<file path="src/sv/cpn_pkg.sv">
// Shared constants and types for the complex phase normalizer.
`default_nettype none
package cpn_pkg;

    localparam int SAMPLE_WIDTH_DEF = 16;
    localparam int FRAC_BITS        = 14;
    localparam int Q_BITS           = FRAC_BITS + 1;       // result magnitude 0..2^FRAC_BITS
    localparam int OUT_WIDTH        = 16;
    localparam int TARGET_SHIFT     = 2 * FRAC_BITS + 2;   // (2q-1)^2 s <= a^2 << 30
    localparam int PREP_STAGES      = 3;
    localparam int PIPE_STAGES      = PREP_STAGES + Q_BITS + 1;

    typedef struct packed {
        logic last;
        logic zero;
        logic neg_im;
        logic neg_re;
    } cpn_flags_t;

endpackage
`default_nettype wire

</file>
<file path="src/sv/cpn_step.sv">
// One bit of the rounded-quotient search, both lanes, one register stage.
`default_nettype none
module cpn_step
    import cpn_pkg::*;
#(
    parameter  int SAMPLE_WIDTH = SAMPLE_WIDTH_DEF,
    parameter  int BIT          = 0,
    localparam int SW           = 2 * SAMPLE_WIDTH,
    localparam int RW           = SW + TARGET_SHIFT + 2
) (
    input  wire logic                  aclk,
    input  wire logic                  en,
    input  wire logic [SW-1:0]         s_in,
    input  wire logic signed [RW-1:0]  r_in [2],
    input  wire logic signed [RW-1:0]  p_in [2],
    input  wire logic [Q_BITS-1:0]     q_in [2],
    input  wire cpn_flags_t            flags_in,
    output logic [SW-1:0]              s_out,
    output logic signed [RW-1:0]       r_out [2],
    output logic signed [RW-1:0]       p_out [2],
    output logic [Q_BITS-1:0]          q_out [2],
    output cpn_flags_t                 flags_out
);

    logic signed [RW-1:0] s_ext;
    logic [SW-1:0]        s_reg;
    cpn_flags_t           flags_reg;

    assign s_ext = $signed({{(RW - SW){1'b0}}, s_in});

    always_ff @(posedge aclk) begin
        if (en) begin
            s_reg     <= s_in;
            flags_reg <= flags_in;
        end
    end

    assign s_out     = s_reg;
    assign flags_out = flags_reg;

    // R = a^2<<30 - u^2 s, P = u s, u = 2q-1; trying q + 2^BIT moves u by 2^(BIT+1)
    for (genvar l = 0; l < 2; l++) begin : g_lane
        logic signed [RW-1:0] d;
        logic                 take;
        logic signed [RW-1:0] r_reg, r_next;
        logic signed [RW-1:0] p_reg, p_next;
        logic [Q_BITS-1:0]    q_reg, q_next;

        always_comb begin
            d      = (p_in[l] <<< (BIT + 2)) + (s_ext <<< (2 * BIT + 2));
            take   = (d <= r_in[l]);
            r_next = take ? r_in[l] - d : r_in[l];
            p_next = take ? p_in[l] + (s_ext <<< (BIT + 1)) : p_in[l];
            q_next = q_in[l];
            q_next[BIT] = take;
        end

        always_ff @(posedge aclk) begin
            if (en) begin
                r_reg <= r_next;
                p_reg <= p_next;
                q_reg <= q_next;
            end
        end

        assign r_out[l] = r_reg;
        assign p_out[l] = p_reg;
        assign q_out[l] = q_reg;
    end

endmodule
`default_nettype wire

</file>
<file path="config.mk">
export PLATFORM = sky130hd
export DESIGN_NAME = cpn_step
export DESIGN_NICKNAME = d
export VERILOG_FILES = /design/src/sv/cpn_pkg.sv /design/src/sv/cpn_step.sv
export SDC_FILE = /design/constraint.sdc
export NUM_CORES = 1
export LEC_CHECK = 0
export BUFFER_PORTS_ARGS = -buffer_cell sky130_fd_sc_hd__buf_2
export CAP_MARGIN = 20
export CORE_AREA = 2 2 252 254
export CTS_CLUSTER_DIAMETER = 60
export DETAILED_ROUTE_END_ITERATION = 10
export DIE_AREA = 0 0 254 256
export PLACE_DENSITY_LB_ADDON = 0.1
export SYNTH_ARGS = -nofsm -noshare
export SYNTH_HDL_FRONTEND = slang
export SYNTH_SLANG_ARGS = --single-unit
</file>
<file path="constraint.sdc">
create_clock -name aclk -period 7.7 [get_ports aclk]
set_clock_uncertainty 0.05 [all_clocks]
set_input_delay 0 -clock aclk [delete_from_list [all_inputs] [get_ports aclk]]
set_output_delay 0 -clock aclk [all_outputs]
set_load 0.02 [all_outputs]
</file>
* Yosys cells after proc, flatten, opt, wreduce, memory -nomap -nowiden
Cells that the tools add are included.
** Word-level totals
- Memories kept :: 0
- Bits in registers :: 322
- Memory bits (writable) :: 0
- Latch bits :: 0
- Logic and storage cells :: 23
- Bits in read-only memories :: 0
** Operators by class
- Reductions and logical operators :: 0
- Divide/modulo/power cells :: 0
- Multiplexer cells :: 4
- Multiply operators :: 0
- Eq/ne operators :: 0
- Shifts and indexed selects :: 0
- Bitwise logic cells :: 0
- $lt $le $gt $ge :: 2
- $add $sub $neg :: 6
** Operator list (count)
- $mux W64 :: 4
- $add A64 B34 Y64 :: 2
- $add A64 B35 Y64 :: 2
- $le A64 B64 Y1 :: 2
- $sub A64 B64 Y64 :: 2

* Longest topological paths before layout
- Word-level depth :: 3
- Mapped depth :: 28
- Gate-level depth less buffers :: 24

* Worst setup path before layout
Ideal clock, no wire load.
- Path type :: input to register
- From :: input port s_in[0]
- To :: register g_lane[0].p_reg[1], data pin
- Library setup time :: 260 ps
- Path slack :: 2161 ps
- Stages :: 26
- Arrival :: 5229 ps
- Cells stage by stage :: ha_1 > fa_1 > a21o_1 > a21oi_1 > o21ai_0 > a31oi_1 > a31oi_1 > o221ai_1 > o211ai_1 > a221o_1 > clkbuf_1 > nand4_1 > xor2_1 > ha_1 > clkbuf_1 > o21a_1 > o211ai_1 > o21ai_0 > o21bai_1 > a2111oi_0 > o22ai_1 > a31oi_1 > buf_2 > buf_4 > buf_4 > mux2_2
** Between the ends
- Longest elaborated chain between the ends :: 3
** Ends and longest elaborated chain
- from (decl) :: line cpn_step.sv:13 : input wire logic [SW-1:0] s_in,
- $add A64 B35 Y64 :: line cpn_step.sv:50 : d = (p_in[l] <<< (BIT + 2)) + (s_ext <<< (2 * BIT + 2));
- $le A64 B64 Y1 :: line cpn_step.sv:51 : take = (d <= r_in[l]);
- $mux W64 (*) :: line cpn_step.sv:53 : p_next = take ? p_in[l] + (s_ext <<< (BIT + 1)) : p_in[l];
- named net g_lane[0].p_next[1] :: line cpn_step.sv:46 : logic signed [RW-1:0] p_reg, p_next;
- to (signal assigned) :: line cpn_step.sv:61 : p_reg <= p_next;
- to (decl) :: line cpn_step.sv:46
Mark *: on every way through the listed nets, which the timed path passes. The rest lies on a longest branch.
A chain may end at the register's enable or synchronous reset.

* Worst setup path in the final report
- From :: input port s_in[0]
- To :: register g_lane[1].p_reg[62], data pin
** Between the ends
- Longest elaborated chain between the ends :: 3
** Ends and longest elaborated chain (line)
- $add A64 B35 Y64 :: cpn_step.sv:50
- $le A64 B64 Y1 :: cpn_step.sv:51
- $mux W64 (*) :: cpn_step.sv:53
- named net g_lane[1].p_next[62] :: cpn_step.sv:46
- to (signal assigned) :: cpn_step.sv:61
- to (decl) :: cpn_step.sv:46
Marked as above.

==> metrics <==
count leader, synth nand2_1; DIE AREA 65,000 µm²; Synth top cells by count nand2_1 (345), edfxtp_1 (322), a21oi_1 (310), ha_1 (252), o21ai_0 (235); Synth top area share between 30% and 40%; die height 256 µm; Leak ~16 nW; Num CTS Buffers between 40 and 50; Syn-to-layout area delta 33.2%; critical path class primary input to flip-flop; Initial Util 43.8%; CTS H-tree depth 2; GR Util All Layers between 20% and 30%; Worst Hold Path EP g_lane[0].p_reg[22]$_DFFE_PP_; part of the cycle the worst path needs 94.9%; IO Port Bufs 643; setup ws final 0.395 ns; hold path startpoint p_in[86]; final hold violations 0; Power per Cell Area 211 nW/µm²; complex-gate fraction of the synthesized area 21.8%; Slew Limit Headroom 33.5%; synth unique cells 75; Clock transition at path regs 0.06 ns; die width 254 µm; arrival time at the worst endpoint 7.58 ns; GP Congestion just under 1; clk root buf clkbuf_16; status finished clean; Post-Syn Area 27,300 µm²; Post-synth top flop edfxtp_1; Crit path buffers/inverters 4; post-synthesis adder-cell area fraction 12.0%; post-synthesis xor/xnor area fraction ~11%; final setup vio count 0; Post-synth EDFFs 322; fin area 36,400 µm²; CTS Sinks 322; crit path max fanout 21; CP delay by family, top compound AO/OA/AOI/OAI gates; crit-path max cell delay 0.59 ns; first-pass GRT wire length about 150,000 µm; I/O pin cnt 646; Longest Clk Path Bufs 3; DR vias/cell 5.69; CTS tree built; Max-Cap Viols 0; Vias 27,800; area leader, netlist edfxtp_1; mux share of post-synthesis cell area less than 1%; hold path cells 3; drt pass-1 iters 8; Crit-path slowest cell a2111oi_0; Placed Area 31,300 µm²; Simple-Gate Fraction of Synth Area 16.4%; GRT overflow 0; largest net degree at the start of global routing 165; Post-route DRC 0; final net count 4,584; sequential fraction of the synthesis area 35.4%; Row Count 92; Hold Crit Class primary input to flip-flop; Worst Hold Slack about 0.023 ns; initial antenna violation count 17; Post-Synthesis Cells 3,047; hpwl dp 77,900 µm; fmax 0.137 GHz; Placed Cells between 4,000 and 5,000; clock period minus worst slack ~7.3 ns; worst slack, placed 0.685 ns; Final TNS setup 0 ns; vias in the first global route 27,000; largest family of logic cells by synthesized area compound AO/OA/AOI/OAI gates; Mapped Avg Cell Area approximately 9 µm²; Seq cells post-synth 322; Worst-Margin Slew 0.997 ns; Routed Antenna Nets 0; share of cells above drive strength 1 19.3%; Synth Warn # 0; Synth async-reset ratio 0%; net count after synthesis 3,629; Max IR drop VDD approximately 0.16 mV; Startpoint Class primary input; crit end category flip-flop; core footprint 62,400 µm²; Final Non-Filler Cells 4,896; First DRT Iteration DRCs 2,119; RSZ-0062 raised after global routing false; Post-CTS Setup Bufs 0; top cells by area, synth edfxtp_1 (35%), ha_1 (12%), xnor2_1 (5.9%), a21oi_1 (5.7%), xor2_1 (5.1%); Final Max Tran Viols 0; CP Data Required Time 7.98 ns; drt wl/cell 20.6 µm; WL final 101,000 µm
[repair_timing]
| action | in CTS | in global routing |
|---|---|---|
| hold buffers | 361 | 0 |
| gates resized for setup | 0 | 5 |
| endpoints found under the setup margin | 0 | 23 |
| endpoints found under the hold margin | 406 | 0 |
[report_power, final]
group,switching (mW),internal [mW],leakage (nW),total [mW]
logic,2.02,1.23,11.7,3.25
clock network,0.879,1.15,0.699,2.03
registers,0.0905,2.31,3.15,2.40
total,2.99,4.68,15.5,7.67
[cell families (layout without fill, tap and decap cells)]
logic type | count (synthesis) | count (layout)
simple gates | 960 | 960
compound gates | 958 | 958
xor+xnor | 343 | 343
flops | 322 | 322
fa+ha+maj | 258 | 258
buf+inv | 195 | 1188
mux | 11 | 11
other cells | 0 | 10
[worst max-delay path by stage]
stage	start	to	slack (ns)	depth (start not counted)
final	s_in[0]	g_lane[1].p_reg[62]$_DFFE_PP_	0.39	27
after global routing	s_in[0]	g_lane[0].p_reg[51]$_DFFE_PP_	0.04	27
after CTS	s_in[0]	g_lane[1].p_reg[1]$_DFFE_PP_	0.24	27
after detailed placement	s_in[0]	g_lane[1].r_reg[24]$_DFFE_PP_	0.68	25
after global placement	s_in[0]	g_lane[1].p_reg[62]$_DFFE_PP_	0.56	24
after floorplan	s_in[0]	g_lane[0].p_reg[1]$_DFFE_PP_	2.16	26
[placed cells by master (no fill, tap or decap), types with 25 or more instances in the layout]
cell type      count
buf_2            642
dlygate4sd3_1    361
nand2_1          345
edfxtp_1         322
a21oi_1          310
ha_1             252
o21ai_0          235
nor2_1           209
xnor2_1          183
xor2_1           160
a21o_1           135
nand3_1          100
inv_1             78
nand4_1           71
o21bai_1          52
nor3_1            50
clkbuf_16         46
and3_1            40
nand2b_1          32
o21a_1            31
a31oi_1           28
a211oi_1          25
nor2b_1           25
[layer usage]
layer / global-route usage [%] / up-vias / wire [µm]
li1: - / 13200 / -
met1: 40.1 / 13200 / 43500
met2: 49.4 / 1205 / 47200
met3: 4.52 / 222 / 6750
met4: 10.2 / 14 / 3530
met5: 0 / - / 82
[per-stage QoR]
| step | utilization (%) | total power [mW] |
|---|---|---|
| 2_1_floorplan | - | 4.47 |
| 3_3_place_gp | 50.1 | 5.44 |
| 3_5_place_dp | 50.1 | 5.46 |
| 4_1_cts | 58.2 | 7.67 |
| 5_1_grt | 58.3 | 8.09 |
| 6_report | 58.3 | 7.67 |
[area by class of cell]
class                      count  area [µm²]
clock buffer                  52        1170
timing repair buffer        1022        7010
inverter                      80         305
fill                        5536       26000
sequential                   322        9670
antenna                       10        25.0
multi-input combinational   2530       16900
tap                          846        1060
clock inverter                34         256
Power figures use the tool's default switching activity.
