$ cat config.mk
export PLATFORM = sky130hd
export DESIGN_NAME = cpn_out
export DESIGN_NICKNAME = d
export VERILOG_FILES = /design/src/sv/cpn_pkg.sv /design/src/sv/cpn_out.sv
export SDC_FILE = /design/constraint.sdc
export NUM_CORES = 1
export LEC_CHECK = 0
export BUFFER_PORTS_ARGS = -buffer_cell sky130_fd_sc_hd__buf_2
export CORE_MARGIN = 2
export CORE_UTILIZATION = 48
export CTS_BUF_LIST = sky130_fd_sc_hd__clkbuf_4 sky130_fd_sc_hd__clkbuf_8 sky130_fd_sc_hd__clkbuf_16
export CTS_CLUSTER_SIZE = 40
export DETAILED_ROUTE_END_ITERATION = 12
export GPL_TIMING_DRIVEN = 0
export PLACE_DENSITY = 0.86
export RECOVER_POWER = 50
export SLEW_MARGIN = 20
export SYNTH_ARGS = -nofsm -noshare
export SYNTH_HDL_FRONTEND = slang
export SYNTH_SLANG_ARGS = --single-unit
$ cat constraint.sdc
create_clock -name aclk -period 3.4 [get_ports aclk]
set_clock_uncertainty 0.15 [all_clocks]
set_input_delay 0.68 -clock aclk [delete_from_list [all_inputs] [get_ports aclk]]
set_output_delay 0.68 -clock aclk [all_outputs]
set_load 0.01 [all_outputs]
$ cat src/sv/cpn_pkg.sv
// Shared constants and types for the complex phase normalizer.
`default_nettype none
package cpn_pkg;

    localparam int SAMPLE_WIDTH_DEF = 16;
    localparam int FRAC_BITS        = 14;
    localparam int Q_BITS           = FRAC_BITS + 1;       // result magnitude 0..2^FRAC_BITS
    localparam int OUT_WIDTH        = 16;
    localparam int TARGET_SHIFT     = 2 * FRAC_BITS + 2;   // (2q-1)^2 s <= a^2 << 30
    localparam int PREP_STAGES      = 3;
    localparam int PIPE_STAGES      = PREP_STAGES + Q_BITS + 1;

    typedef struct packed {
        logic last;
        logic zero;
        logic neg_im;
        logic neg_re;
    } cpn_flags_t;

endpackage
`default_nettype wire

$ cat src/sv/cpn_out.sv
// Result stage: sign restore, zero forcing, output register.
`default_nettype none
module cpn_out
    import cpn_pkg::*;
(
    input  wire logic                        aclk,
    input  wire logic                        en,
    input  wire logic [Q_BITS-1:0]           q_in [2],
    input  wire cpn_flags_t                  flags_in,
    output logic signed [OUT_WIDTH-1:0]      real_out,
    output logic signed [OUT_WIDTH-1:0]      imag_out,
    output logic                             zero_out,
    output logic                             last_out
);

    logic [OUT_WIDTH-1:0]        q_re_ext, q_im_ext;
    logic signed [OUT_WIDTH-1:0] re_next, im_next;
    logic signed [OUT_WIDTH-1:0] re_reg, im_reg;
    logic                        zero_reg, last_reg;

    always_comb begin
        q_re_ext = {{(OUT_WIDTH - Q_BITS){1'b0}}, q_in[0]};
        q_im_ext = {{(OUT_WIDTH - Q_BITS){1'b0}}, q_in[1]};
        re_next  = flags_in.neg_re ? $signed(OUT_WIDTH'(~q_re_ext + 1'b1)) : $signed(q_re_ext);
        im_next  = flags_in.neg_im ? $signed(OUT_WIDTH'(~q_im_ext + 1'b1)) : $signed(q_im_ext);
        if (flags_in.zero) begin
            re_next = '0;
            im_next = '0;
        end
    end

    always_ff @(posedge aclk) begin
        if (en) begin
            re_reg   <= re_next;
            im_reg   <= im_next;
            zero_reg <= flags_in.zero;
            last_reg <= flags_in.last;
        end
    end

    assign real_out = re_reg;
    assign imag_out = im_reg;
    assign zero_out = zero_reg;
    assign last_out = last_reg;

endmodule
`default_nettype wire
* Word-level counts from Yosys, hierarchy flattened *
Cells that the tools add are included.

storage, ports and cells
  logic and storage cells = 16
  output and inout bits = 34
  register bits after elaboration = 34
  input bits = 36

cells by class
  add/subtract/negate cells = 2
  reduce and logical (&&, ||, !) cells = 2
  muxes and demuxes = 2
  bitwise gates (word level) = 4

operators by type and width
  kind                   number
  $add 16x1->16 const B  2
  $not 15->16            2
  $mux 15                2
  $reduce_or 2->1        2
  $not 1->1              2

* Logic depth before layout (Yosys ltp) *
Gate-level depths: netlist of the first run.

  depth in word-level cells = 3
  mapped depth = 6
  mapped depth without buffers = 6

* Worst setup path after synthesis of the first run *
OpenSTA, ideal clock, no wires.

  path type = input port to flip-flop
  start = input port q_in[0] (netlist name)
  end = register im_reg[14], in the netlist imag_out[14] (data pin)
  arrival = 2.230 ns
  setup slack = 0.758 ns
  buffers on the path = 0
  library setup time = 0.262 ns
  cell stages on the path = 6
  data required time = 2.988 ns
  cell sequence = inv_1 -> ha_1 -> or3b_2 -> or4_1 -> nand2_1 -> mux2_1

on the way
  longest elaborated chain between the ends = 3

RTL lines
  what                  RTL line       RTL
  start, declared       cpn_out.sv:8   input wire logic [Q_BITS-1:0] q_in [2],
  $not 15->16           cpn_out.sv:25  im_next = flags_in.neg_im ? $signed(OUT_WIDTH'(~q_im_ext + 1'b1)) : $signed(q_im_ext);
  $add 16x1->16         cpn_out.sv:25
  $mux 15               cpn_out.sv:25
  end signal, assigned  cpn_out.sv:35  im_reg <= im_next;
  end, declared         cpn_out.sv:18  logic signed [OUT_WIDTH-1:0] re_reg, im_reg;

No other way between the ends.
A chain may end at the register's enable or synchronous reset.

* Final worst setup path of the first run *
Ends and elaborated chain as after synthesis.

==> results of run 1 <==
power groups by stage:
stage | clock [mW] | sequential (mW) | combinational (mW)
2_1_floorplan | 0 | 0.545 | 0.0669
3_5_place_dp | 0 | 0.523 | 0.177
4_1_cts | 0.273 | 0.515 | 0.178
5_1_grt | 0.296 | 0.518 | 0.193
6_report | 0.267 | 0.516 | 0.173
3_3_place_gp | 0 | 0.522 | 0.173
area by class of cell:
type | instances | area share (%)
sequential | 34 | 44.7
multi-input combinational | 116 | 33.3
timing repair buffer | 68 | 14.1
clock buffer | 5 | 3.01
tap | 48 | 2.63
buffer | 6 | 0.985
inverter | 5 | 0.821
clock inverter | 2 | 0.438
flip-flops by register name (all words and copies together) (netlist names):
| register | flops |
|---|---|
| real_out | 16 |
| imag_out | 16 |
| zero_out | 1 |
| last_out | 1 |
cells by family (layout without fill, tap and decap cells):
| family | Yosys count | count (layout) | share of synthesized area, % |
|---|---|---|---|
| XOR/XNOR | 24 | 24 | 11.5 |
| adder cells (fa/ha/maj) | 2 | 2 | 1.37 |
| flip-flops | 34 | 34 | 56.0 |
| buffers and inverters | 11 | 86 | 2.26 |
| multiplexers | 3 | 3 | 1.71 |
| AO/OA/AOI/OAI | 26 | 26 | 10.2 |
| AND/OR/NAND/NOR | 61 | 61 | 16.9 |
through the flow:
stage / instance area, µm² / cells / total power [mW] / setup WS [ps]
floorplan: 1820 / 161 / 0.612 / 758
global placement: 2220 / 277 / 0.695 / 517
detailed placement: 2220 / 277 / 0.699 / 517
CTS: 2300 / 284 / 0.967 / 800
global route: 2290 / 284 / 1.01 / 677
finish: 2290 / 284 / 0.957 / 782
cell usage after synthesis, types with 4 or more instances:
cell type | n | area (µm²)
edfxtp_1 | 34 | 1020
nor2_1 | 34 | 128
xor2_1 | 17 | 149
o31ai_1 | 7 | 52.6
xnor2_1 | 7 | 61.3
clkbuf_1 | 6 | 22.5
inv_1 | 5 | 18.8
o21ai_0 | 5 | 25.0
o41ai_1 | 5 | 43.8
or3_1 | 5 | 31.3
a21oi_1 | 4 | 20.0
nor3_1 | 4 | 20.0
or4_1 | 4 | 30.0
per-layer routing:
metal,up-vias,GRT usage [%],routed length [µm]
li1,743,-,-
met1,687,23.5,1680
met2,38,32.2,1940
met3,2,4.28,150
met4,0,5.47,27
met5,-,0,0
final timing paths:
kind / depth (start not counted) / start / slack [ps] / endpoint
min: 1 / flags_in[3] / 440 / last_out
max: 7 / q_in[0] / 780 / imag_out[14]
==> flow_summary.yaml, run 1 <==
clocking:
  post_cts_buffers: 0
  cts_buffers: 5
  cts.sinks: 34
  cts-root-buf: "clkbuf_8"
  ctsHoldBuffers: 0
  h-tree-depth: 2
  path_clk_slew_ps: 60
  post_cts_resize_count: 0
  clockBufferDepth: 2
  tritoncts: "yes"
placement:
  gp_congestion: 0.823
  port_buffers: 68
  dp_hpwl_um: 2810
run:
  cap_viol_max_count: 1
final_layout:
  areaGrowthSynthToFinish_pct: 25.3
  fill_cells: 316
  fin_util_pct: 62.4
  final_cell_mix: "buf_2 (54), nor2_1 (34), edfxtp_1 (34), clkbuf_1 (20), xor2_1 (17)"
  antenna_cells: 0
  final_common_cell: "buf_2"
  multiInputGateArea_um2: 762
  seq_area_um2: 1020
  nNetsFinal: 274
  drive_gt1_share_pct: 28.8
drt:
  drt_iter0_drc: 62
  vias: 1470
  drt-vias-per-instance: 5.18
  totalWireLength_um: 3800
  route.detailed.drc: 0
  drt-wirelength-per-cell_um: 13.4
  drt_first_pass_iters: 4
  ant_nets: 0
timing:
  period_share_pct: 77.0
  min_period_ps: 2620
  rsz0062_at_grt: "false"
  maxSlewViolCount: 35
  fmax_ghz: 0.382
  hold_violations: 0
  slew_headroom_pct: -16.6
  tns_ps: 0
  timing.hold.ws_ps: 435
  setup_viol: 0
  worst_pin_slew_ps: 1750
setup_path:
  crit_slowest_cell: "or3b_2"
  crit_chain: "buf_2 -> inv_1 -> ha_1 -> or3b_2 -> or4_1 -> nand2_1 -> mux2_1"
  path_delay_family: "simple AND/OR/NAND/NOR gates"
  slowest_delay_ps: 500
  crit_type: "primary input to register"
  critPathBufInv: 2
  crit_arrival_ps: 2490
  cp.required_ps: 3270
  cp-start-kind: "primary input"
  crit_path_end_kind: "register"
  cp_max_fo: 5
die:
  die_area_um2: 4310
  coreArea_um2: 3660
  die_y_um: 65.7
  die_x_um: 65.7
  start_util_pct: 49.8
  ios: 70
  rows: 22
grt:
  grt.overflow.total: 0
  grt_pass1_wl_um: 6040
  grt_pass1_vias: 1371
  grt_max_degree: 35
  grt_usage_pct: 18.7
  grt_antenna_before_repair: 0
power_and_ir_drop:
  clkPwrFrac_pct: 28.0
  p_comb_share_pct: 18.1
  ir_drop_mv: 0.244
  p_switching_mw: 0.243
  seqPwrFrac_pct: 53.9
  power_density_nw_per_um2: 418
  leakagePower_nw: 0.898
  internal-power_mw: 0.713
  switching_share_pct: 25.4
logic_synthesis:
  netlist-cell-type-count: 29
  netlist_area_um2: 1820
  async_flop_share_pct: 0
  synth_seq_cells: 34
  synth_edf_count: 34
  syn_avg_cell_area_um2: 11.3
  synth_nets: 199
  synthFlopType: "edfxtp_1"
  yosys_warnings: 0
  seq_area_frac_synth_pct: 56.0
  synthCells: 161
outcome:
  violations: "max-capacitance violations, max-slew violations"
  status: "finished, violations left"
hold_path:
  hp-class: "primary input to register"
(Power assumes the default switching activity.)
==> run 2, diff against run 1 <==
--- a/config.mk
+++ b/config.mk
@@ -5,14 +5,15 @@
 export SDC_FILE = /design/constraint.sdc
 export NUM_CORES = 1
 export LEC_CHECK = 0
+export ABC_AREA = 1
 export BUFFER_PORTS_ARGS = -buffer_cell sky130_fd_sc_hd__buf_2
 export CORE_MARGIN = 2
-export CORE_UTILIZATION = 48
+export CORE_UTILIZATION = 45
 export CTS_BUF_LIST = sky130_fd_sc_hd__clkbuf_4 sky130_fd_sc_hd__clkbuf_8 sky130_fd_sc_hd__clkbuf_16
 export CTS_CLUSTER_SIZE = 40
 export DETAILED_ROUTE_END_ITERATION = 12
 export GPL_TIMING_DRIVEN = 0
-export PLACE_DENSITY = 0.86
+export PLACE_DENSITY = 0.83
 export RECOVER_POWER = 50
 export SLEW_MARGIN = 20
 export SYNTH_ARGS = -nofsm -noshare
==> constraint.sdc (replaced) <==
create_clock -name aclk -period 2.4 [get_ports aclk]
set_clock_uncertainty 0.15 [all_clocks]
set_input_delay 0.48 -clock aclk [delete_from_list [all_inputs] [get_ports aclk]]
set_output_delay 0.48 -clock aclk [all_outputs]
set_load 0.01 [all_outputs]
==> run 2 against run 1 <==
The run now ends clean; area after synthesis increased by 7.5%; largest power group unchanged; worst setup slack improved by 19 ps; sequential share of layout area decreased by 2.8 points; largest cell class unchanged; synthesized cell count increased by 45%.
==> flow_summary.yaml, run 2 <==
drt:
  drt-wirelength-per-cell_um: 11.9
  vias: 1823
  ant_nets: 0
  route.detailed.drc: 0
  drt_iter0_drc: 197
  totalWireLength_um: 4280
  drt-vias-per-instance: 5.05
  drt_first_pass_iters: 4
placement:
  port_buffers: 68
  dp_hpwl_um: 3220
  place_area_um2: 2370
  gp_congestion: 0.875
setup_path:
  crit_path_end_kind: "register"
  crit_type: "primary input to register"
  cp-start-kind: "primary input"
  cp.required_ps: 2280
  cp_max_fo: 6
  crit_arrival_ps: 1480
grt:
  grt_pass1_wl_um: 7190
  grt-busiest-layer: "met2"
  use_met3_pct: 4.62
  grt_max_degree: 35
  grt_antenna_before_repair: 0
  grt_use_met2_pct: 34.9
  grt.overflow.total: 0
  use_met1_pct: 20.1
  grt_usage_pct: 18.4
  grt_pass1_vias: 1746
clocking:
  path_clk_slew_ps: 60
  cts.sinks: 34
  clockBufferDepth: 2
  post_cts_buffers: 0
  cts-root-buf: "clkbuf_8"
  cts_buffers: 5
  tritoncts: "yes"
  h-tree-depth: 2
  post_cts_resize_count: 0
  ctsHoldBuffers: 0
timing:
  period_share_pct: 66.6
  min_period_ps: 1600
  worst_pin_slew_ps: 847
  hold_violations: 0
  maxSlewViolCount: 0
  tns_ps: 0
  fmax_ghz: 0.626
  rsz0062_at_grt: "false"
  timing.hold.ws_ps: 235
  slew_headroom_pct: 43.6
  setup_viol: 0
outcome:
  status: "completed"
logic_synthesis:
  seq_area_frac_synth_pct: 52.1
  netlist-cell-type-count: 23
  synth_commonest_cells: "nor2_1 (45), nand2_1 (42), edfxtp_1 (34), a21oi_1 (25), inv_1 (22)"
  synth.top_cell.area_share_pct: 52.1
  netlist_area_um2: 1960
  synth_edf_count: 34
  synth_top_cell_by_area: "edfxtp_1"
  synth_area_leaders: "edfxtp_1 (52%), nor2_1 (8.6%), nand2_1 (8.0%)"
  async_flop_share_pct: 0
  syn_avg_cell_area_um2: 8.38
  synth_nets: 272
  synth_seq_cells: 34
  synthFlopType: "edfxtp_1"
  yosysMostFrequentCell: "nor2_1"
  synthCells: 234
  yosys_warnings: 0
final_layout:
  stdcell_area_um2: 2440
  nNetsFinal: 347
  antenna_cells: 0
  drive_gt1_share_pct: 28.2
  fin_util_pct: 57.1
  final_common_cell: "buf_2"
  areaGrowthSynthToFinish_pct: 24.3
  final_cell_mix: "buf_2 (64), nor2_1 (45), nand2_1 (42), edfxtp_1 (34), a21oi_1 (25)"
  fill_cells: 394
die:
  rows: 24
  start_util_pct: 46.0
  die_area_um2: 4900
  coreArea_um2: 4260
  die_y_um: 70.0
  ios: 70
  die_x_um: 70.0
power_and_ir_drop:
  ir_drop_mv: 0.239
  power_density_nw_per_um2: 569
  leakagePower_nw: 1.11
run:
  cap_viol_max_count: 0
hold_path:
  hp-class: "primary input to register"
-- run 2: logic make-up (layout without fill, tap and decap cells) --
family | after synthesis | count (layout) | synth area share (%)
AND/OR/NAND/NOR | 128 | 128 | 29.2
buffers and inverters | 31 | 106 | 7.02
flip-flops | 34 | 34 | 52.1
adder cells (fa/ha/maj) | 2 | 2 | 1.28
AO/OA/AOI/OAI | 39 | 39 | 10.5
-- run 2: metal layers --
| metal | share of wire (%) | wire (µm) |
|---|---|---|
| met4 | 0.19 | 8 |
| met1 | 40 | 1710 |
| met5 | 0 | 0 |
| met3 | 6.8 | 290 |
| met2 | 53 | 2270 |
-- run 2: worst paths after layout --
path         from           to  cells after the start
max      q_in[15]  real_out[8]                      8
min   flags_in[3]     last_out                      1
-- run 2: critical path, cell delays in order --
cell     delay, ps
buf_2           90
inv_1           80
ha_1           190
nand2_1        100
nor2_4         200
nand2_1        100
a21oi_1        150
nor2_1          70
-- run 2: final cells by class --
type,instances,area (µm²),share of cell area [%]
clock buffer,7,83.8,3.44
timing repair buffer,68,334,13.7
buffer,6,36.3,1.49
tap,52,65.1,2.67
sequential,34,1020,41.9
multi-input combinational,169,802,32.9
inverter,25,93.8,3.85
-- run 2: metrics by stage --
stage,setup WS (ps),power [mW],instances
2_1_floorplan,773,0.871,234
3_3_place_gp,570,0.983,354
3_5_place_dp,521,0.992,354
4_1_cts,809,1.40,361
5_1_grt,707,1.45,361
6_report,801,1.39,361
-- run 2: power breakdown --
| group | switching [mW] | total [mW] | internal [mW] |
|---|---|---|---|
| sequential | 0.0116 | 0.725 | 0.713 |
| combinational | 0.154 | 0.250 | 0.0957 |
| clock | 0.188 | 0.410 | 0.222 |
| total | 0.354 | 1.39 | 1.03 |
==> run 3, diff against run 2 <==
==> constraint.sdc (replaced) <==
create_clock -name aclk -period 1.4 [get_ports aclk]
set_clock_uncertainty 0.15 [all_clocks]
set_input_delay 0.28 -clock aclk [delete_from_list [all_inputs] [get_ports aclk]]
set_output_delay 0.28 -clock aclk [all_outputs]
set_load 0.01 [all_outputs]
==> run 3 against run 2 <==
Routed wire length rose by 1.3%; via count rose by 0.27%; flip-flop and latch count did not move; clock power rose by 76%; worst hold slack got worse by 210 ps; power rose by 73%; largest cell class unchanged.
==> flow_summary.yaml, run 3 (synthesized netlist as in run 2, its figures left out) <==
clocking:
  cts-root-buf: "clkbuf_8"
  clockBufferDepth: 2
  h-tree-depth: 2
  cts_buffers: 5
  path_clk_slew_ps: 70
  cts.sinks: 34
  ctsHoldBuffers: 0
  tritoncts: "yes"
grt:
  grt_pass1_vias: 1636
  grt.overflow.total: 0
  grt_usage_pct: 18.2
  grt_antenna_before_repair: 0
  grt_pass1_wl_um: 7230
  grt_max_degree: 35
placement:
  pre_cts_ws_ps: -248
  gp_congestion: 0.841
  port_buffers: 68
  dp_hpwl_um: 3200
drt:
  vias: 1828
  drt_first_pass_iters: 5
  ant_nets: 0
  drt_iter0_drc: 156
  route.detailed.drc: 0
  drt-vias-per-instance: 5.05
  drt-wirelength-per-cell_um: 12.0
  totalWireLength_um: 4340
timing:
  min_period_ps: 1320
  fmax_ghz: 0.755
  hold_violations: 0
  period_share_pct: 94.6
  layout_setup_ws_ps: 75.1
  tns_ps: 0
  maxSlewViolCount: 0
  worst_pin_slew_ps: 865
  timing.hold.ws_ps: 23.3
  slew_headroom_pct: 42.3
  setup_viol: 0
final_layout:
  fill_cells: 405
  nNetsFinal: 347
  final_common_cell: "buf_2"
  areaGrowthSynthToFinish_pct: 25.3
  final_cell_mix: "buf_2 (67), nor2_1 (45), nand2_1 (41), edfxtp_1 (34), a21oi_1 (25)"
  antenna_cells: 0
  drive_gt1_share_pct: 30.6
die:
  ios: 70
  coreArea_um2: 4260
  die_y_um: 70.0
  rows: 24
  start_util_pct: 46.0
  die_x_um: 70.0
  die_area_um2: 4900
hold_path:
  hp-class: "primary input to register"
setup_path:
  crit_type: "primary input to register"
  crit_path_end_kind: "register"
  cp-start-kind: "primary input"
  crit_arrival_ps: 1220
  cp.required_ps: 1300
  cp_max_fo: 4
power_and_ir_drop:
  p_total_mw: 2.40
  power_density_nw_per_um2: 976
  leakagePower_nw: 1.11
  ir_drop_mv: 0.559
outcome:
  status: "completed"
run:
  cap_viol_max_count: 0
==> run 3: power breakdown <==
group / switching (mW) / leakage (nW) / internal (mW)
Combinational: 0.268 / 0.738 / 0.170
Clock: 0.358 / 0.0460 / 0.361
Sequential: 0.0178 / 0.328 / 1.22
==> run 3: what timing repair did <==
| item | in CTS | in global routing |
|---|---|---|
| endpoints found under the setup margin | 0 | 7 |
| endpoints found under the hold margin | 0 | 0 |
| gates resized for setup | 0 | 4 |
| buffers inserted | 0 | 0 |
==> run 3: metal layers <==
layer,part of all wire (%),GRT usage (%),vias up
li1,-,-,931
met1,44,23.6,836
met2,50,30.7,56
met3,5.5,3.75,5
met4,1.1,5.77,0
met5,0,0,-
==> run 3: final timing paths <==
path	start	end	slack (ps)	cells past startpoint
max	q_in[0]	imag_out[14]	80	8
min	flags_in[3]	last_out	20	1
==> run 3: cell type report <==
cell class,instances,area (µm²),area share (%)
Tap cell,52,65.1,2.65
Inverter,25,93.8,3.82
Sequential cell,34,1020,41.6
Clock inverter,2,8.76,0.357
Buffer,6,37.5,1.53
Multi-Input combinational cell,169,816,33.2
Timing Repair Buffer,68,338,13.8
Clock buffer,6,76.3,3.11
==> run 3: stage by stage <==
step / cell area, µm² / util (%) / instances
2_1_floorplan: 1970 / - / 234
3_3_place_gp: 2370 / 55.6 / 354
3_5_place_dp: 2370 / 55.6 / 354
4_1_cts: 2460 / 57.6 / 362
5_1_grt: 2460 / 57.6 / 362
6_report: 2460 / 57.6 / 362
==> run 3: worst max-delay path: stages <==
cell and delay [ps]:
buf_2 110, inv_1 70, ha_2 180, nand2_1 100, nor2_4 150, nand3_1 120, a21oi_1 150, nor2_1 60
