## src/sv/cpn_pkg.sv

```systemverilog
// Shared constants and types for the complex phase normalizer.
`default_nettype none
package cpn_pkg;

    localparam int SAMPLE_WIDTH_DEF = 16;
    localparam int FRAC_BITS        = 14;
    localparam int Q_BITS           = FRAC_BITS + 1;       // result magnitude 0..2^FRAC_BITS
    localparam int OUT_WIDTH        = 16;
    localparam int TARGET_SHIFT     = 2 * FRAC_BITS + 2;   // (2q-1)^2 s <= a^2 << 30
    localparam int PREP_STAGES      = 3;
    localparam int PIPE_STAGES      = PREP_STAGES + Q_BITS + 1;

    typedef struct packed {
        logic last;
        logic zero;
        logic neg_im;
        logic neg_re;
    } cpn_flags_t;

endpackage
`default_nettype wire

```

## src/sv/cpn_prep.sv

```systemverilog
// Front end: absolute values, squares, magnitude sum and search seeds.
`default_nettype none
module cpn_prep
    import cpn_pkg::*;
#(
    parameter  int SAMPLE_WIDTH = SAMPLE_WIDTH_DEF,
    localparam int SW           = 2 * SAMPLE_WIDTH,
    localparam int RW           = SW + TARGET_SHIFT + 2
) (
    input  wire logic                           aclk,
    input  wire logic [PREP_STAGES-1:0]         en,
    input  wire logic signed [SAMPLE_WIDTH-1:0] re_in,
    input  wire logic signed [SAMPLE_WIDTH-1:0] im_in,
    input  wire logic                           last_in,
    output logic [SW-1:0]                       s_out,
    output logic signed [RW-1:0]                r_out [2],
    output logic signed [RW-1:0]                p_out [2],
    output cpn_flags_t                          flags_out
);

    logic [SAMPLE_WIDTH-1:0] abs_re_reg, abs_im_reg;
    logic [SAMPLE_WIDTH-1:0] abs_re_next, abs_im_next;
    cpn_flags_t              flags_a_reg, flags_a_next;
    logic [SW-1:0]           sq_re_reg, sq_im_reg;
    cpn_flags_t              flags_b_reg;
    logic [SW-1:0]           s_sum;
    logic signed [RW-1:0]    s_ext;
    logic [SW-1:0]           s_reg;
    logic signed [RW-1:0]    r_re_reg, r_im_reg, p_reg;
    logic signed [RW-1:0]    r_re_next, r_im_next;
    cpn_flags_t              flags_c_reg, flags_c_next;

    // stage A: magnitudes, most negative value maps to 2^(W-1) unsigned
    always_comb begin
        abs_re_next         = re_in[SAMPLE_WIDTH-1] ? SAMPLE_WIDTH'(~re_in + 1'b1) : re_in;
        abs_im_next         = im_in[SAMPLE_WIDTH-1] ? SAMPLE_WIDTH'(~im_in + 1'b1) : im_in;
        flags_a_next.neg_re = re_in[SAMPLE_WIDTH-1];
        flags_a_next.neg_im = im_in[SAMPLE_WIDTH-1];
        flags_a_next.zero   = 1'b0;
        flags_a_next.last   = last_in;
    end

    always_ff @(posedge aclk) begin
        if (en[0]) begin
            abs_re_reg  <= abs_re_next;
            abs_im_reg  <= abs_im_next;
            flags_a_reg <= flags_a_next;
        end
    end

    // stage B: squares
    always_ff @(posedge aclk) begin
        if (en[1]) begin
            sq_re_reg   <= abs_re_reg * abs_re_reg;
            sq_im_reg   <= abs_im_reg * abs_im_reg;
            flags_b_reg <= flags_a_reg;
        end
    end

    // stage C: s = re^2 + im^2, residual seeded with u = -1
    always_comb begin
        s_sum     = sq_re_reg + sq_im_reg;
        s_ext     = $signed({{(RW - SW){1'b0}}, s_sum});
        r_re_next = $signed({{(RW - SW){1'b0}}, sq_re_reg} << TARGET_SHIFT) - s_ext;
        r_im_next = $signed({{(RW - SW){1'b0}}, sq_im_reg} << TARGET_SHIFT) - s_ext;
        flags_c_next      = flags_b_reg;
        flags_c_next.zero = (s_sum == '0);
    end

    always_ff @(posedge aclk) begin
        if (en[2]) begin
            s_reg       <= s_sum;
            r_re_reg    <= r_re_next;
            r_im_reg    <= r_im_next;
            p_reg       <= -s_ext;
            flags_c_reg <= flags_c_next;
        end
    end

    assign s_out     = s_reg;
    assign r_out[0]  = r_re_reg;
    assign r_out[1]  = r_im_reg;
    assign p_out[0]  = p_reg;
    assign p_out[1]  = p_reg;
    assign flags_out = flags_c_reg;

endmodule
`default_nettype wire

```

## config.mk

```make
export PLATFORM = sky130hd
export DESIGN_NAME = cpn_prep
export DESIGN_NICKNAME = d
export VERILOG_FILES = /design/src/sv/cpn_pkg.sv /design/src/sv/cpn_prep.sv
export SDC_FILE = /design/constraint.sdc
export NUM_CORES = 1
export LEC_CHECK = 0
export ABC_AREA = 0
export BUFFER_PORTS_ARGS = -buffer_cell sky130_fd_sc_hd__buf_4
export CORE_ASPECT_RATIO = 1.4
export CORE_MARGIN = 2
export CORE_UTILIZATION = 46
export DETAILED_ROUTE_END_ITERATION = 7
export GPL_ROUTABILITY_DRIVEN = 0
export PLACE_DENSITY = 0.65
export SKIP_CTS_REPAIR_TIMING = 1
export SLEW_MARGIN = 5
export SYNTH_ARGS = -nofsm -noshare
export SYNTH_HDL_FRONTEND = slang
export SYNTH_SLANG_ARGS = --single-unit
```

## constraint.sdc

```tcl
create_clock -name aclk -period 15.08 [get_ports aclk]
set_input_delay 0.754 -clock aclk [delete_from_list [all_inputs] [get_ports aclk]]
set_output_delay 0.754 -clock aclk [all_outputs]
set_load 0.05 [all_outputs]
```

=== Word-level counts from Yosys, hierarchy flattened ===
Index checks and enable logic that the tools add are counted.

* Add/subtract/negate cells: 6
* $mul: 2
* Div/mod/pow operators: 0
* $lt $le $gt $ge: 0
* Equality and inequality tests: 0
* Shifts and indexed selects: 0
* Multiplexer cells: 2
* Bitwise operators: 2
* Reduce and logical (&&, ||, !) cells: 1

{| class="wikitable"
|+ Operator list
! operator !! count
|-
| subtractor 62 x 32 -> 63 bit || 2
|-
| multiplier 16 x 16 -> 32 bit || 2
|-
| negation 32 -> 64 bit || 1
|-
| adder 16 x 1 -> 16 bit (second input constant) || 2
|-
| adder 32 bit || 1
|-
| zero test 32 bit || 1
|-
| NOT 16 bit || 2
|-
| two-way mux 15 bit || 2
|}

* Register bits: 330
* Latch bits: 0
* Bits in writable memories: 0
* ROM bits: 0
* Word-level logic and storage cells: 33
* Memories: 0

=== Logic depth before layout (Yosys ltp) ===
Gate-level depths: netlist (run 1).

* Word-level depth: 3
* Mapped depth: 27
* Depth with buffers taken out: 26

=== Worst setup path after synthesis (run 1) ===
No wires, ideal clock.

* Path kind: register to register
* Start: register abs_re_reg[1]
* End: register sq_re_reg[31], data pin
* Library setup time: 260 ps
* Data arrival time: 6,225 ps
* Data required time: 14,820 ps
* Slack: 8,595 ps
* Cell stages (with the launch flop): 25
* Period minus slack after synthesis: 6,485 ps
* Path through: edfxtp_1 > clkbuf_1 > clkbuf_1 > nand2_1 > fa_1 > inv_1 > fa_1 > fa_1 > fa_1 > fa_1 > inv_1 > fa_1 > inv_1 > ha_1 > a21o_1 > a21o_1 > a21o_1 > a21o_1 > a21oi_1 > a21boi_0 > o22ai_1 > o211a_1 > o21bai_1 > a21oi_1 > xnor2_1

* Word-level cells in the longest chain between the ends: 1

{| class="wikitable"
|+ Ends and longest elaborated chain
! what !! RTL line !! source
|-
| start: declaration || cpn_prep.sv:21 || <nowiki>logic [SAMPLE_WIDTH-1:0] abs_re_reg, abs_im_reg;</nowiki>
|-
| start signal: assignment || cpn_prep.sv:45 || <nowiki>abs_re_reg <= abs_re_next;</nowiki>
|-
| multiplier 16 x 16 -> 32 bit || cpn_prep.sv:54 || <nowiki>sq_re_reg <= abs_re_reg * abs_re_reg;</nowiki>
|-
| end signal: assignment || cpn_prep.sv:54 ||
|-
| end: declaration || cpn_prep.sv:24 || <nowiki>logic [SW-1:0] sq_re_reg, sq_im_reg;</nowiki>
|}

No other way between the ends.
A chain may end at the register's enable or synchronous reset.

=== Worst setup path after layout (run 1) ===
* Start: register abs_re_reg[0]
* End: register sq_re_reg[30], data pin

The elaborated chain is that of the path after synthesis.

==> results.txt, run 1 <==
status - finished, final reports clean
final setup TNS - 0 ns
slew margin rel. - 26.4%
largest family of logic cells by synthesized area - adder cells
Yosys top cell by area - edfxtp_1
Synth Net Count - 3330
FF+latch count, synth - 264
synthesized cell area - 27900 um^2
commonest cells after routing, fill and taps aside - 545 x inv_1, 329 x buf_4, 328 x fa_1
Avg Cell Area, Syn - 10.2 um^2
Post-Synth Adder-Cell Area - 34.3%
aggregate global-route resource usage - 22.1%
htree depth - 1
Worst-Skew Late Latency - 0.58 ns
fin cells - 3719
share of the synthesized area in the top cell type - 28.4%
CP Class - register to register
ant diodes - 0
Layout area overhead - 11.1%
Clock Skew - 0.0429 ns
WHS Endpoint - flags_a_reg[3]
Worst Hold Depth - 1
Critical R2R Capture - sq_re_reg[30]
Post-Route WL - 69200 um
post-synthesis async set-or-reset flop share - 0%
clock buffer depth - 3
number of flip-flops in the largest register - 62
CP Data Required Time - 15.37 ns
Root Driver - clkbuf_16
Gate Count Post-Synth - 2725
Die W - 212 um
detailed-route wire length per cell - 18.6 um
total grt overflow - 0
number of CTS-inserted buffers - 27
XOR/XNOR Fraction of Synth Area - 6.56%
Initial Utilization - 46.6%
most frequent cell on the critical path - inv_1
EDFF count, synth - 264
worst stage delay on the critical path - 0.69 ns
Site Rows - 106
# DRC - 0
Die Area - 62600 um^2
max-slew violation count - 0
largest net degree at the start of global routing - 115
clk sinks - 264
Arr. time, crit path - 7.54 ns
initial DRC count - 911
worst r2r src - abs_re_reg[0]
Fin. Hold Viols - 0
Top Ports - 329
I/O Buffers - 328
Die H - 295 um
unrepaired setup endpoints after global routing - no
Worst Hold Launch - last_in
Unique masters post-synth - 77
post-layout min period - 7.25 ns
crit-path cells - inv_1, nor2_1, inv_1, fa_1, inv_1, ha_1, fa_1, ha_1, fa_1, inv_1, fa_1, inv_1, ha_1, and3_1, a221oi_1, o31a_1, o21ai_0, o21ai_0, o31ai_1, a41oi_1, o21ai_0, a21o_1, a21oi_1, xnor2_1
crit path launch type - register
clock transition at the registers of the reported paths - 0.06 ns
commonest non-fill, non-tap cell in the layout - inv_1
YS warnings - 0
nets - 3495
CTS tree - built
max_cap viols - 0
Tcrit/Tclk final - 48.1%
Worst Max-Slew Pin Slew - 1.10 ns
compound-cell area share of the yosys netlist - 7.05%
first drt pass iteration count - 5
vias - 19000
slowest cell on the critical path - edfxtp_1
Main synth FF type - edfxtp_1
DR vias/cell - 5.10
Final ANT Viol Nets - 0
Max Clk Rate - 138 MHz
CP endpoint kind - register
Post-Synth Simple-Gate Area - 11.7%
Synth area leaders - edfxtp_1 28%, fa_1 24%, ha_1 11%
Cell Count Post-Placement - 3671
antenna violations before repair - 0
Critical Path Fanout Max - 13
vias in the first global route - 19800
mux cell area share after synthesis - 0.229%
DP HPWL - 57200 um
Setup violations, final - 0
first-pass GRT wire length - 108000 um
reg2reg path depth - 24
R2R setup slack - 7.83 ns
worst hold path class - input pin to register
core area - 59800 um^2
register area share after synthesis - 28.4%
layout cells sized above 1 - 13.9%
kinds of logic (layout without fill, tap and decap cells):
| logic type | after synthesis | count (layout) |
|---|---|---|
| compound gates | 283 | 283 |
| simple gates | 656 | 656 |
| mux | 6 | 6 |
| xor+xnor | 209 | 209 |
| buf+inv | 739 | 923 |
| flops | 264 | 264 |
| fa+ha+maj | 568 | 568 |
metrics by stage:
stage / instance area (um^2) / utilization, % / setup WS, ns / hold WS (ns)
finish: 31000 / 51.8 / 7.83 / 0.392
global placement: 30200 / 50.4 / 7.98 / 0.404
CTS: 31000 / 51.8 / 7.81 / 0.369
detailed placement: 30200 / 50.4 / 7.86 / 0.407
floorplan: 27900 / - / 8.60 / 0.400
global route: 31000 / 51.8 / 7.40 / 0.379
layer usage:
metal	up-vias	GRT usage, %	part of all wire [%]
met2	603	41.7	53
met1	9264	25.8	39
li1	8992	-	-
met5	-	0	0
met4	0	8.88	4.2
met3	121	1.93	4.5
cells in the mapped netlist, types with 21 or more instances:
cell and instances:
nand2_1 213, nor2_1 111, ha_1 240, and2_1 97
or3_1 25, clkbuf_1 61, nor2b_1 24, nand2b_1 30
edfxtp_1 264, nand3_1 36, inv_1 545, buf_4 130
nor3_1 39, xor2_1 55, xnor2_1 154, o21ai_0 53
a21o_1 29, a21oi_1 57, o21a_1 21, fa_1 328
cell type report:
| class | instances | area [um^2] |
|---|---|---|
| sequential | 264 | 7930 |
| tap | 810 | 1010 |
| timing repair buffer | 330 | 2480 |
| clock inverter | 17 | 123 |
| fill | 5320 | 28800 |
| inverter | 545 | 2050 |
| clock buffer | 31 | 691 |
| multi-input combinational | 1722 | 16700 |
critical path: cells and delay by family (launching register included):
family	cells	cell delay (ns)
AOI/OAI and AO/OA	9	2.08
xor gates and xnor gates	1	0.10
adders and majority gates	7	3.00
buffers and inverters	5	0.55
DFF	1	0.69
and+or+nand+nor	2	0.54
worst max-delay path by stage:
stage,start,slack [ns],end
after floorplan,abs_re_reg[1],8.60,sq_re_reg[31]
after global placement,abs_re_reg[0],7.98,sq_re_reg[30]
after detailed placement,abs_re_reg[0],7.86,sq_re_reg[30]
after CTS,abs_re_reg[0],7.81,sq_re_reg[30]
after global routing,abs_re_reg[0],7.40,sq_re_reg[30]
final,abs_re_reg[0],7.83,sq_re_reg[30]
Power of run 1 is left out: the tool's default activity adds up to more than one toggle a clock period on the data nets, which glitch-free logic cannot reach.
==> inputs of run 2 (changes only) <==
--- a/config.mk
+++ b/config.mk
@@ -12,7 +12,7 @@
 export CORE_UTILIZATION = 46
 export DETAILED_ROUTE_END_ITERATION = 7
 export GPL_ROUTABILITY_DRIVEN = 0
-export PLACE_DENSITY = 0.65
+export PLACE_DENSITY = 0.68
 export SKIP_CTS_REPAIR_TIMING = 1
 export SLEW_MARGIN = 5
 export SYNTH_ARGS = -nofsm -noshare
==> constraint.sdc (replaced) <==
create_clock -name aclk -period 6.1 [get_ports aclk]
set_input_delay 0.305 -clock aclk [delete_from_list [all_inputs] [get_ports aclk]]
set_output_delay 0.305 -clock aclk [all_outputs]
set_load 0.05 [all_outputs]
==> run 2 against run 1 <==
  * Global-route usage up 0.20 points
  * Routed wire length up 5.2%
  * First-iteration DRC count up 2.9%
  * Flip-flop and latch count unchanged
  * The run now ends with setup timing left
  * Sequential share of layout area down 2.3 points
  * Via count up 7.3%
  * Critical path depth down 2
  * Highest routed layer unchanged
  * Fmax up 18%
  * Clock-buffer cell count up 1
==> results.txt, run 2 (synthesis results as in run 1) <==
Cell Count Post-Placement - 3870
ant diodes - 0
unrepaired setup endpoints after global routing - yes
# DRC - 0
htree depth - 1
cell family with most CP delay - adder cells
Post-Route WL - 72800 um
CP endpoint kind - register
max_cap viols - 0
DP HPWL - 60200 um
Fin. Hold Viols - 0
clk sinks - 264
slew margin rel. - 27.0%
Final ANT Viol Nets - 0
status - complete, but fails checks
I/O Buffers - 328
fin cells - 3989
Initial Utilization - 46.6%
slowest cell on the critical path - edfxtp_1
core area - 59800 um^2
Die H - 295 um
hold slack - 0.0453 ns
Top Ports - 329
largest net degree at the start of global routing - 90
worst hold path class - input pin to register
CTS tree - built
failing checks - setup timing
antenna violations before repair - 1
first-pass GRT wire length - 109000 um
Worst-Skew Late Latency - 0.56 ns
DR vias/cell - 5.11
clock transition at the registers of the reported paths - 0.07 ns
CP Launch Point - abs_re_reg[13]
max-slew violation count - 0
first drt pass iteration count - 7
Max Clk Rate - 163 MHz
nets - 3766
worst stage delay on the critical path - 0.60 ns
final setup margin - -0.0300 ns
Worst Max-Slew Pin Slew - 1.09 ns
CP Depth - 22
total grt overflow - 0
clock buffer depth - 3
commonest cells after routing, fill and taps aside - 556 x buf_4, 511 x inv_1, 309 x fa_1
number of flip-flops in the largest register - 62
Critical Path Fanout Max - 6
reg2reg path depth - 22
crit path launch type - register
initial DRC count - 937
Layout area overhead - 22.0%
Critical R2R Capture - sq_re_reg[31]
Die Area - 62600 um^2
CP Class - register to register
CP Data Required Time - 6.40 ns
Worst Path Buf+Inv - 4
post-layout min period - 6.13 ns
layout cells sized above 1 - 26.0%
Site Rows - 106
aggregate global-route resource usage - 22.3%
Setup violations, final - 3
Clock Skew - 0.0203 ns
commonest non-fill, non-tap cell in the layout - buf_4
crit path capture - sq_re_reg[31]
Die W - 212 um
Worst Hold Depth - 2
R2R setup slack - -0.03 ns
vias - 20400
Arr. time, crit path - 6.43 ns
worst r2r src - abs_re_reg[13]
vias in the first global route - 20800
Tcrit/Tclk final - 100%
Root Driver - clkbuf_16
detailed-route wire length per cell - 18.3 um
crit-path cells - and2_1, inv_1, fa_2, fa_1, inv_2, fa_2, inv_2, fa_1, fa_2, fa_1, inv_2, ha_4, a21boi_4, o22ai_4, nor2_2, nand4_1, a21boi_2, o22ai_2, o211a_1, o21bai_1, a21oi_1, xnor2_1
number of CTS-inserted buffers - 26
[run 2: cell types whose count changed in the layout (fill, tap and decap cells not counted), sizes merged]
cell         change
bufinv           +3
dlygate4sd3      +3
clkbuf           +2
clkinvlp         -1
buf            +268
clkinv           -5
[run 2: worst min path at each step]
stage,startpoint,endpoint,slack [ns]
after floorplan,flags_a_reg[0],flags_b_reg[0],0.40
after global placement,flags_b_reg[1],flags_out[1],0.40
after detailed placement,flags_b_reg[1],flags_out[1],0.41
after CTS,last_in,flags_a_reg[3],-0.11
after global routing,im_in[14],abs_im_reg[15],0.03
final,im_in[13],abs_im_reg[13],0.05
[run 2: cell type report]
class / instances / area, um^2
Tap cell: 810 / 1010
Sequential cell: 264 / 7930
Timing Repair Buffer: 602 / 4690
Clock buffer: 32 / 694
Fill cell: 4896 / 25800
Inverter: 545 / 2050
Multi-Input combinational cell: 1722 / 17500
Clock inverter: 14 / 189
[run 2: per-stage QoR]
step / TNS, ns / instance area, um^2 / setup WS [ns] / utilization [%]
2_1_floorplan: -0.0338 / 28000 / -0.0338 / -
3_3_place_gp: -0.889 / 31800 / -0.154 / 53.1
3_5_place_dp: -2.76 / 31800 / -0.338 / 53.1
4_1_cts: -2.97 / 32600 / -0.341 / 54.6
5_1_grt: -1.67 / 34000 / -0.206 / 56.9
6_report: -0.0370 / 34000 / -0.0300 / 56.9
[run 2: layer usage]
layer,vias to the layer above,part of all wire (%),wire [um],global-route usage [%]
li1,9522,-,-,-
met1,9934,37,26900,25.1
met2,739,53,38800,42.6
met3,177,4.9,3580,2.02
met4,0,4.8,3520,9.84
met5,-,0,0,0
Power of run 2 is left out for the same reason.
==> inputs of run 3 (changes only) <==
==> constraint.sdc (replaced) <==
create_clock -name aclk -period 5.5 [get_ports aclk]
set_input_delay 0.275 -clock aclk [delete_from_list [all_inputs] [get_ports aclk]]
set_output_delay 0.275 -clock aclk [all_outputs]
set_load 0.05 [all_outputs]
==> run 3 against run 2 <==
  * Critical path depth up 5
  * Final cell count up 1.9%
  * The run still ends with setup timing left
  * Core utilization grew 0.95 points
  * First-iteration DRC count is 15% higher
  * Register-to-register slack lost 0.66 ns
  * Critical endpoint is now sq_re_reg[27]
  * Non-clock buffer count up 77
  * Die area unchanged
  * Clock skew shrank 0.012 ns
  * Worst hold slack worse by 0.018 ns
==> results.txt, run 3 (synthesis results as in run 1) <==
status - complete, but fails checks
failing checks - setup timing
Critical Path Fanout Max - 7
post-layout min period - 6.19 ns
Final ANT Viol Nets - 0
Fin. Hold Viols - 0
Worst Hold Depth - 2
layout cells sized above 1 - 28.0%
number of flip-flops in the largest register - 62
WHS Endpoint - abs_im_reg[6]
Die Area - 62600 um^2
largest net degree at the start of global routing - 78
commonest cells after routing, fill and taps aside - 638 x buf_4, 512 x inv_1, 316 x fa_1
CTS tree - built
commonest non-fill, non-tap cell in the layout - buf_4
Critical R2R Capture - sq_re_reg[27]
Tcrit/Tclk final - 113%
max_cap viols - 0
clock transition at the registers of the reported paths - 0.07 ns
Worst Max-Slew Pin Slew - 0.935 ns
R2R setup slack - -0.69 ns
vias in the first global route - 21700
ant diodes - 0
worst r2r src - abs_re_reg[1]
Setup violations, final - 29
Top Ports - 329
Initial Utilization - 46.6%
clk sinks - 264
Root Driver - clkbuf_16
Post-Route WL - 73200 um
nets - 3842
vias - 20500
number of CTS-inserted buffers - 25
CP Class - register to register
detailed-route wire length per cell - 18.0 um
Die H - 295 um
antenna violations before repair - 0
Clock Skew - 0.00790 ns
Cell Count Post-Placement - 3974
CP Launch Point - abs_re_reg[1]
htree depth - 1
first drt pass iteration count - 5
DP HPWL - 61700 um
unrepaired setup endpoints after global routing - yes
# DRC - 0
slew margin rel. - 37.6%
core area - 59800 um^2
DR vias/cell - 5.05
Arr. time, crit path - 6.47 ns
initial DRC count - 1074
max-slew violation count - 0
final setup margin - -0.690 ns
total grt overflow - 0
crit path launch type - register
reg2reg path depth - 27
Die W - 212 um
CP endpoint kind - register
I/O Buffers - 328
worst hold path class - input pin to register
Max Clk Rate - 162 MHz
first-pass GRT wire length - 113000 um
clock buffer depth - 3
Worst-Skew Late Latency - 0.54 ns
fin cells - 4065
Worst Hold Launch - im_in[6]
aggregate global-route resource usage - 23.0%
Site Rows - 106
CP Data Required Time - 5.78 ns
Layout area overhead - 24.1%
-- run 3: cell types whose count changed in the layout (fill, tap and decap cells not counted), moves of 5 or more --
cell and delta:
a21oi_1 -5, buf_12 +6, buf_4 +82, buf_6 -12
fa_1 +7, fa_2 -7, ha_1 +9, ha_4 -7
nand2_1 -5, o21ai_0 -5
-- run 3: per-layer routing --
layer | vias to the layer above | routed length [um] | GRT usage [%] | part of all wire [%]
met5 | - | 0 | 0 | 0
met4 | 0 | 4190 | 11.7 | 5.7
met3 | 168 | 3120 | 2.05 | 4.3
met2 | 621 | 38700 | 43.5 | 53
met1 | 10100 | 27200 | 25.5 | 37
li1 | 9664 | - | - | -
-- run 3: area by class of cell --
cell class,count,area [um^2]
Timing Repair Buffer,679,5310
Inverter,545,2050
Clock buffer,26,629
Clock inverter,19,185
Sequential cell,264,7930
Tap cell,810,1010
Fill cell,4933,25200
Multi-Input combinational cell,1722,17500
-- run 3: worst max-delay path, cell delays in order, from the launching register on --
cell and delay [ns]:
edfxtp_1 0.41, buf_12 0.17, buf_8 0.13, buf_6 0.11, nand2_4 0.05, inv_2 0.04, fa_1 0.51, inv_2 0.04
fa_1 0.47, fa_2 0.55, inv_2 0.04, fa_2 0.42, fa_1 0.48, inv_1 0.05, fa_1 0.52, inv_2 0.05
ha_4 0.15, or3_4 0.36, or2_4 0.28, nor2_4 0.13, o21ai_4 0.08, nand4_1 0.15, a21boi_2 0.07, o22ai_2 0.16
buf_4 0.15, o21bai_1 0.06, a21oi_1 0.20, xnor2_1 0.10
-- run 3: stage by stage --
stage	hold slack, ns	setup WS [ns]	utilization, %	cell area, um^2	TNS (ns)
after floorplan	0.374	-0.417	-	28500	-3.22
after global placement	0.402	-0.618	55.0	32900	-9.80
after detailed placement	0.406	-0.776	55.0	32900	-13.23
after CTS	-0.116	-0.801	56.4	33700	-13.92
after global routing	0.0183	-0.911	57.8	34600	-17.82
final	0.0277	-0.690	57.8	34600	-11.19
-- run 3: worst max-delay path by stage --
stage	slack, ns	endpoint	depth (start not counted)
CTS	-0.80	sq_re_reg[27]	23
global placement	-0.62	sq_re_reg[31]	23
floorplan	-0.42	sq_re_reg[31]	25
finish	-0.69	sq_re_reg[27]	27
detailed placement	-0.78	sq_re_reg[27]	23
global route	-0.91	sq_re_reg[27]	23
Power of run 3 is left out for the same reason.
